**src/hw/rtl/chsq_pkg.sv**
```systemverilog
// Shared types and constants for the convex hull support query block.
// Holds field widths, opcode and result-kind codes, and the walk control struct.
// No dependencies.
package chsq_pkg;

    localparam int CFG_WIDTH   = 7;
    localparam int SLOT_WIDTH  = 6;
    localparam int OP_WIDTH    = 2;
    localparam int KIND_WIDTH  = 2;
    localparam int INDEX_WIDTH = 6;

    localparam logic [OP_WIDTH-1:0] OP_WRITE   = 2'd0;
    localparam logic [OP_WIDTH-1:0] OP_SUPPORT = 2'd1;
    localparam logic [OP_WIDTH-1:0] OP_BBOX    = 2'd2;

    localparam logic [KIND_WIDTH-1:0] KIND_ACK     = 2'd0;
    localparam logic [KIND_WIDTH-1:0] KIND_SUPPORT = 2'd1;
    localparam logic [KIND_WIDTH-1:0] KIND_CORNER  = 2'd2;

    // Sequencer to walk datapath: one vertex read issued this cycle.
    typedef struct packed {
        logic issue;
        logic first;
    } t_walk_ctl;

endpackage

```
**src/hw/rtl/chsq_walk.sv**
```systemverilog
// Walk datapath: dot product and per-axis min/max, one vertex per cycle, with
// running best/lo/hi accumulators. Depends on chsq_pkg (t_walk_ctl).
module chsq_walk
    import chsq_pkg::*;
#(
    parameter int MAX_VERTICES = 64,
    parameter int COORD_WIDTH  = 16,
    localparam int AW = $clog2(MAX_VERTICES),
    localparam int CW = COORD_WIDTH,
    localparam int VW = 3 * COORD_WIDTH,
    localparam int PW = 2 * COORD_WIDTH,
    localparam int SW = 2 * COORD_WIDTH + 1
) (
    input  logic                 i_clk,
    input  logic                 i_rst_n,
    input  t_walk_ctl            i_ctl,
    input  logic [AW-1:0]        i_idx,
    input  logic signed [CW-1:0] i_dir_x,
    input  logic signed [CW-1:0] i_dir_y,
    input  logic signed [CW-1:0] i_dir_z,
    input  logic [VW-1:0]        i_rdata,
    output logic                 o_busy,
    output logic signed [SW-1:0] o_best_val,
    output logic [VW-1:0]        o_best_vtx,
    output logic [AW-1:0]        o_best_idx,
    output logic [VW-1:0]        o_lo,
    output logic [VW-1:0]        o_hi
);

    // tag aligned with the registered read data
    logic          r_t0_v;
    logic          r_t0_first;
    logic [AW-1:0] r_t0_idx;

    logic                 r_s1_v;
    logic                 r_s1_first;
    logic [AW-1:0]        r_s1_idx;
    logic [VW-1:0]        r_s1_vtx;
    logic signed [PW-1:0] r_s1_p0;
    logic signed [PW-1:0] r_s1_p1;
    logic signed [PW-1:0] r_s1_p2;

    logic                 r_s2_v;
    logic                 r_s2_first;
    logic [AW-1:0]        r_s2_idx;
    logic [VW-1:0]        r_s2_vtx;
    logic signed [SW-1:0] r_s2_dot;

    logic signed [SW-1:0] r_best_val;
    logic [VW-1:0]        r_best_vtx;
    logic [AW-1:0]        r_best_idx;
    logic [VW-1:0]        r_lo;
    logic [VW-1:0]        r_hi;
    logic [VW-1:0]        n_lo;
    logic [VW-1:0]        n_hi;

    logic signed [CW-1:0] rd_x, rd_y, rd_z;

    assign rd_x = $signed(i_rdata[0*CW +: CW]);
    assign rd_y = $signed(i_rdata[1*CW +: CW]);
    assign rd_z = $signed(i_rdata[2*CW +: CW]);

    always_comb begin
        n_lo = r_lo;
        n_hi = r_hi;
        for (int a = 0; a < 3; a++) begin
            if (r_s2_first || ($signed(r_s2_vtx[a*CW +: CW]) < $signed(r_lo[a*CW +: CW]))) begin
                n_lo[a*CW +: CW] = r_s2_vtx[a*CW +: CW];
            end
            if (r_s2_first || ($signed(r_s2_vtx[a*CW +: CW]) > $signed(r_hi[a*CW +: CW]))) begin
                n_hi[a*CW +: CW] = r_s2_vtx[a*CW +: CW];
            end
        end
    end

    always_ff @(posedge i_clk) begin
        if (!i_rst_n) begin
            r_t0_v <= 1'b0;
            r_s1_v <= 1'b0;
            r_s2_v <= 1'b0;
        end else begin
            r_t0_v <= i_ctl.issue;
            r_s1_v <= r_t0_v;
            r_s2_v <= r_s1_v;
        end
    end

    always_ff @(posedge i_clk) begin
        r_t0_first <= i_ctl.first;
        r_t0_idx   <= i_idx;

        r_s1_first <= r_t0_first;
        r_s1_idx   <= r_t0_idx;
        r_s1_vtx   <= i_rdata;
        r_s1_p0    <= rd_x * i_dir_x;
        r_s1_p1    <= rd_y * i_dir_y;
        r_s1_p2    <= rd_z * i_dir_z;

        r_s2_first <= r_s1_first;
        r_s2_idx   <= r_s1_idx;
        r_s2_vtx   <= r_s1_vtx;
        r_s2_dot   <= SW'(r_s1_p0) + SW'(r_s1_p1) + SW'(r_s1_p2);

        if (r_s2_v) begin
            // strict compare: the lowest index keeps a tie
            if (r_s2_first || (r_s2_dot > r_best_val)) begin
                r_best_val <= r_s2_dot;
                r_best_vtx <= r_s2_vtx;
                r_best_idx <= r_s2_idx;
            end
            r_lo <= n_lo;
            r_hi <= n_hi;
        end
    end

    assign o_busy     = r_t0_v || r_s1_v || r_s2_v;
    assign o_best_val = r_best_val;
    assign o_best_vtx = r_best_vtx;
    assign o_best_idx = r_best_idx;
    assign o_lo       = r_lo;
    assign o_hi       = r_hi;

endmodule

```
**config.mk**
```make
export PLATFORM = sky130hd
export DESIGN_NAME = chsq_walk
export DESIGN_NICKNAME = d
export VERILOG_FILES = /design/src/hw/rtl/chsq_pkg.sv /design/src/hw/rtl/chsq_walk.sv
export SDC_FILE = /design/constraint.sdc
export NUM_CORES = 2
export LEC_CHECK = 0
export BUFFER_PORTS_ARGS = -buffer_cell sky130_fd_sc_hd__clkbuf_2
export CAP_MARGIN = 20
export CORE_ASPECT_RATIO = 1.1
export CORE_MARGIN = 2
export CORE_UTILIZATION = 50
export CTS_CLUSTER_DIAMETER = 200
export DETAILED_ROUTE_END_ITERATION = 12
export GPL_TIMING_DRIVEN = 0
export HOLD_SLACK_MARGIN = 0.08
export PLACE_DENSITY = 0.72
export RECOVER_POWER = 25
export SLEW_MARGIN = 30
export SYNTH_ARGS = -nofsm -noshare
export SYNTH_HDL_FRONTEND = slang
export SYNTH_SLANG_ARGS = --single-unit
```
**constraint.sdc**
```tcl
create_clock -name i_clk -period 7.6 [get_ports i_clk]
set_input_delay 1.52 -clock i_clk [delete_from_list [all_inputs] [get_ports i_clk]]
set_output_delay 1.52 -clock i_clk [all_outputs]
set_load 0.01 [all_outputs]
```
==> metrics.log <==
INFO  metric run_status = completed
INFO  metric cts_buffers = 47
INFO  metric max_cap_violations = 0
INFO  metric clock-sinks = 432
INFO  metric synth_top_area_cell = sky130_fd_sc_hd__fa_1
INFO  metric gr-usage-all-layers = 0.2416
INFO  metric num_io_pins = 290
INFO  metric reg2reg_depth = 13
INFO  metric fillerInstances = 7786
INFO  metric crit_path_max_fo = 10
INFO  metric syn_area_per_cell = 10.40 µm²
INFO  metric cts_max_level = 2
INFO  metric seq_area_frac_synth = 0.2321
INFO  metric yosys.cell_types.count = 60
INFO  metric area_growth_syn_to_layout = 10.27%
INFO  metric globalplace.congestion = 0.9263
INFO  metric critical_path_arrival = 7.83 ns
INFO  metric synth_area = 45150 µm²
INFO  metric placed_cells = 5809
INFO  metric grt.overflow.total = 0
INFO  metric path_cells = clkbuf_2, clkbuf_1, and2_1, fa_1, inv_1, fa_1, fa_1, inv_1, fa_1, fa_1, inv_1, fa_1, inv_1, ha_1, and4_1, and3_1, nand2_1, a2111oi_2, o21ai_0, a31oi_1, a21o_1, a21oi_1, xnor2_1
INFO  metric worstMarginPinSlew = 0.7775 ns
INFO  metric die_w = 290.5 µm
INFO  metric row_count = 115
INFO  metric cts_root_buffer = sky130_fd_sc_hd__clkbuf_16
INFO  metric crit_path_start_kind = input port
INFO  metric synth_area_leaders = sky130_fd_sc_hd__fa_1 (36%), sky130_fd_sc_hd__edfxtp_1 (12%), sky130_fd_sc_hd__ha_1 (11%), sky130_fd_sc_hd__dfxtp_1 (11%), sky130_fd_sc_hd__inv_1 (8.4%)
INFO  metric grt_pass1_wl = 175400 µm
INFO  metric grt_setup_unrepaired = yes
INFO  metric worst_setup_sp = i_dir_z[4]
INFO  metric critical_path.max_stage_delay = 0.62 ns
INFO  metric floorplan.initialDensity = 0.5045
INFO  metric ctsResizeCount = 1
INFO  metric hold_class = reg2reg
INFO  metric cts-root-to-sink-buffers = 3
INFO  metric ys_warn_count = 0
INFO  metric clock_tree_from_tritoncts = yes
INFO  metric post_synth_most_frequent_cells = sky130_fd_sc_hd__inv_1 (1006), sky130_fd_sc_hd__fa_1 (819), sky130_fd_sc_hd__ha_1 (403), sky130_fd_sc_hd__nand2_1 (400), sky130_fd_sc_hd__and2_1 (383)
INFO  metric synthCells = 4341
INFO  metric pin_count_of_the_biggest_net_entering_global_routing = 17
INFO  metric floorplan.die.height = 319.2 µm
INFO  metric worstSetupEndpoint = r_s1_p2[31]
INFO  metric total_drc_errors_in_the_routed_layout = 0
INFO  metric crit_required = 8.09 ns
INFO  metric ant_nets = 0
INFO  metric buffer_ports.inserted = 289
INFO  metric finalWirelength = 107100 µm
INFO  metric post_route_cells_drive_above_1_share = 0.09257
INFO  metric synth_enable_flop_cells = 183
INFO  metric critical_path.reg2reg.startpoint = r_s1_p2[1]
INFO  metric drt-initial-drc-count = 1427
INFO  metric period_share = 0.9661
INFO  metric post_layout_instance_count_excluding_filler_cells = 5881
INFO  metric post-synth-top-area-fraction = 0.3631
INFO  metric finalSetupTns = 0 ns
INFO  metric critical_path.slowest_cell = sky130_fd_sc_hd__fa_1
INFO  metric clock-skew-final = 0.02731 ns
INFO  metric criticalPathCategory = in2reg
INFO  metric period_minus_slack = 7.343 ns
INFO  metric cp_common_cell = sky130_fd_sc_hd__fa_1
INFO  metric regToRegSetupSlack = 3.80 ns
INFO  metric final-hold-violation-count = 0
INFO  metric post_cts_hold_buffer_count = 0
INFO  metric postSynth.topFlopCell = sky130_fd_sc_hd__dfxtp_1
INFO  metric clock_edge_transition_at_the_registers_on_the_reported_setup_and_hold_paths = 0.07 ns
INFO  metric antenna_violations_before_repair = 2
INFO  metric yosys_register_bits = 432
INFO  metric cts_post_setup_buffers_inserted = 0
INFO  metric fp.coreArea = 89500 µm²
INFO  metric max_clock_freq = 0.1362 GHz
INFO  metric r2r-end = r_s2_dot[31]
INFO  metric drt_first_pass_iters = 5
INFO  metric final_slew_viol_count = 0
INFO  metric vias_per_cell = 5.177
INFO  metric half_perimeter_wire_length_after_placement = 91500 µm
INFO  metric worst_slew_margin_rel = 0.4817
INFO  metric ys_async_sr_fraction = 0
INFO  metric post-synth-top-count-cell = sky130_fd_sc_hd__inv_1
INFO  metric worstSkewPairLatency = 0.60 ns
INFO  metric finalSetupViolCount = 0
INFO  metric floorplan.die_area = 92730 µm²
INFO  metric mappedNetlistNets = 5669
INFO  metric first_global_vias = 32820
INFO  metric finish.net_count = 5999
INFO  metric vias = 30450
INFO  metric worst_setup_path_end_kind = flip-flop
INFO  metric routed_wl_per_cell = 18.21 µm
## cell usage in the layout (no fill, tap or decap), types with 59 or more instances in the layout
master	instances
sky130_fd_sc_hd__o21ai_0	70
sky130_fd_sc_hd__inv_1	1006
sky130_fd_sc_hd__a21o_1	70
sky130_fd_sc_hd__clkbuf_2	323
sky130_fd_sc_hd__clkbuf_1	59
sky130_fd_sc_hd__ha_1	403
sky130_fd_sc_hd__edfxtp_1	183
sky130_fd_sc_hd__a21oi_1	110
sky130_fd_sc_hd__xnor2_1	101
sky130_fd_sc_hd__fa_1	815
sky130_fd_sc_hd__nand2_1	400
sky130_fd_sc_hd__and2_1	383
sky130_fd_sc_hd__dfxtp_1	248
sky130_fd_sc_hd__nor2_1	102
## worst min-delay path by stage
| stage | from | endpoint | cells after the start |
|---|---|---|---|
| after CTS | r_s1_vtx[3] | r_s2_vtx[3] | 0 |
| after global placement | r_s1_vtx[26] | r_s2_vtx[26] | 0 |
| final | r_s1_vtx[3] | r_s2_vtx[3] | 0 |
| after global routing | r_s1_vtx[34] | r_s2_vtx[34] | 0 |
| after floorplan | r_t0_first | r_s1_first | 0 |
| after detailed placement | r_s1_vtx[1] | r_s2_vtx[1] | 0 |
## cell type report
| class | instances | area (µm²) | share of cell area |
|---|---|---|---|
| Antenna cell | 1 | 2.502 | 0.00005026 |
| Buffer | 84 | 360.3 | 0.007237 |
| Clock buffer | 69 | 1375 | 0.02762 |
| Clock inverter | 19 | 143.9 | 0.002890 |
| Inverter | 1006 | 3776 | 0.07584 |
| Multi-Input combinational cell | 2802 | 30610 | 0.6148 |
| Sequential cell | 432 | 10480 | 0.2105 |
| Tap cell | 1170 | 1464 | 0.02940 |
| Timing Repair Buffer | 298 | 1579 | 0.03171 |
## cells by family (layout without fill, tap and decap cells)
family          count (synthesis)  count (layout)  share of synthesized area
buf+inv                      1107            1476                    0.09202
flops                         432             432                     0.2321
xor+xnor                      134             134                    0.02599
other cells                     0               1                          0
mux                             1               1                  0.0002217
compound gates                400             400                    0.05866
simple gates                 1045            1045                     0.1162
fa+ha+maj                    1222            1222                     0.4748
## routing by layer
layer	vias to the layer above	wire, µm	GRT usage
li1	13950	-	-
met1	15360	43480	0.3101
met2	920	52790	0.4132
met3	219	6749	0.03896
met4	0	4062	0.08946
met5	-	0	0
## registers in the layout, summed over array words and instances (netlist names)
signal and cells:
o_best_vtx 48, o_hi 48, o_lo 48, r_s1_vtx 48
r_s2_vtx 48, o_best_val 33, r_s2_dot 33, r_s1_p0 32
r_s1_p1 32, r_s1_p2 32, o_best_idx 6, r_s1_idx 6
r_s2_idx 6, r_t0_idx 6, r_s1_first 1, r_s1_v 1
r_s2_first 1, r_s2_v 1, r_t0_first 1, r_t0_v 1
## critical path: cells and delay by family
kind / cells / cell delay, ns
adders and majority gates: 7 / 3.40
xor gates and xnor gates: 1 / 0.20
AOI/OAI and AO/OA: 5 / 1.22
and+or+nand+nor: 4 / 0.79
buffers and inverters: 6 / 0.70
## metrics by stage
stage	hold slack, ns	setup slack (ns)	area [µm²]	util
after floorplan	0.3096	0.3564	45150	-
after global placement	0.3105	-2.833	48060	0.5370
after detailed placement	0.3121	-0.8021	48250	0.5391
after CTS	0.3186	0.007467	49770	0.5561
after global routing	0.3284	-0.007311	49790	0.5563
final	0.3135	0.2574	49790	0.5563
Power is left out: the tool's default activity adds up to more than one toggle a clock period on the data nets, which glitch-free logic cannot reach.
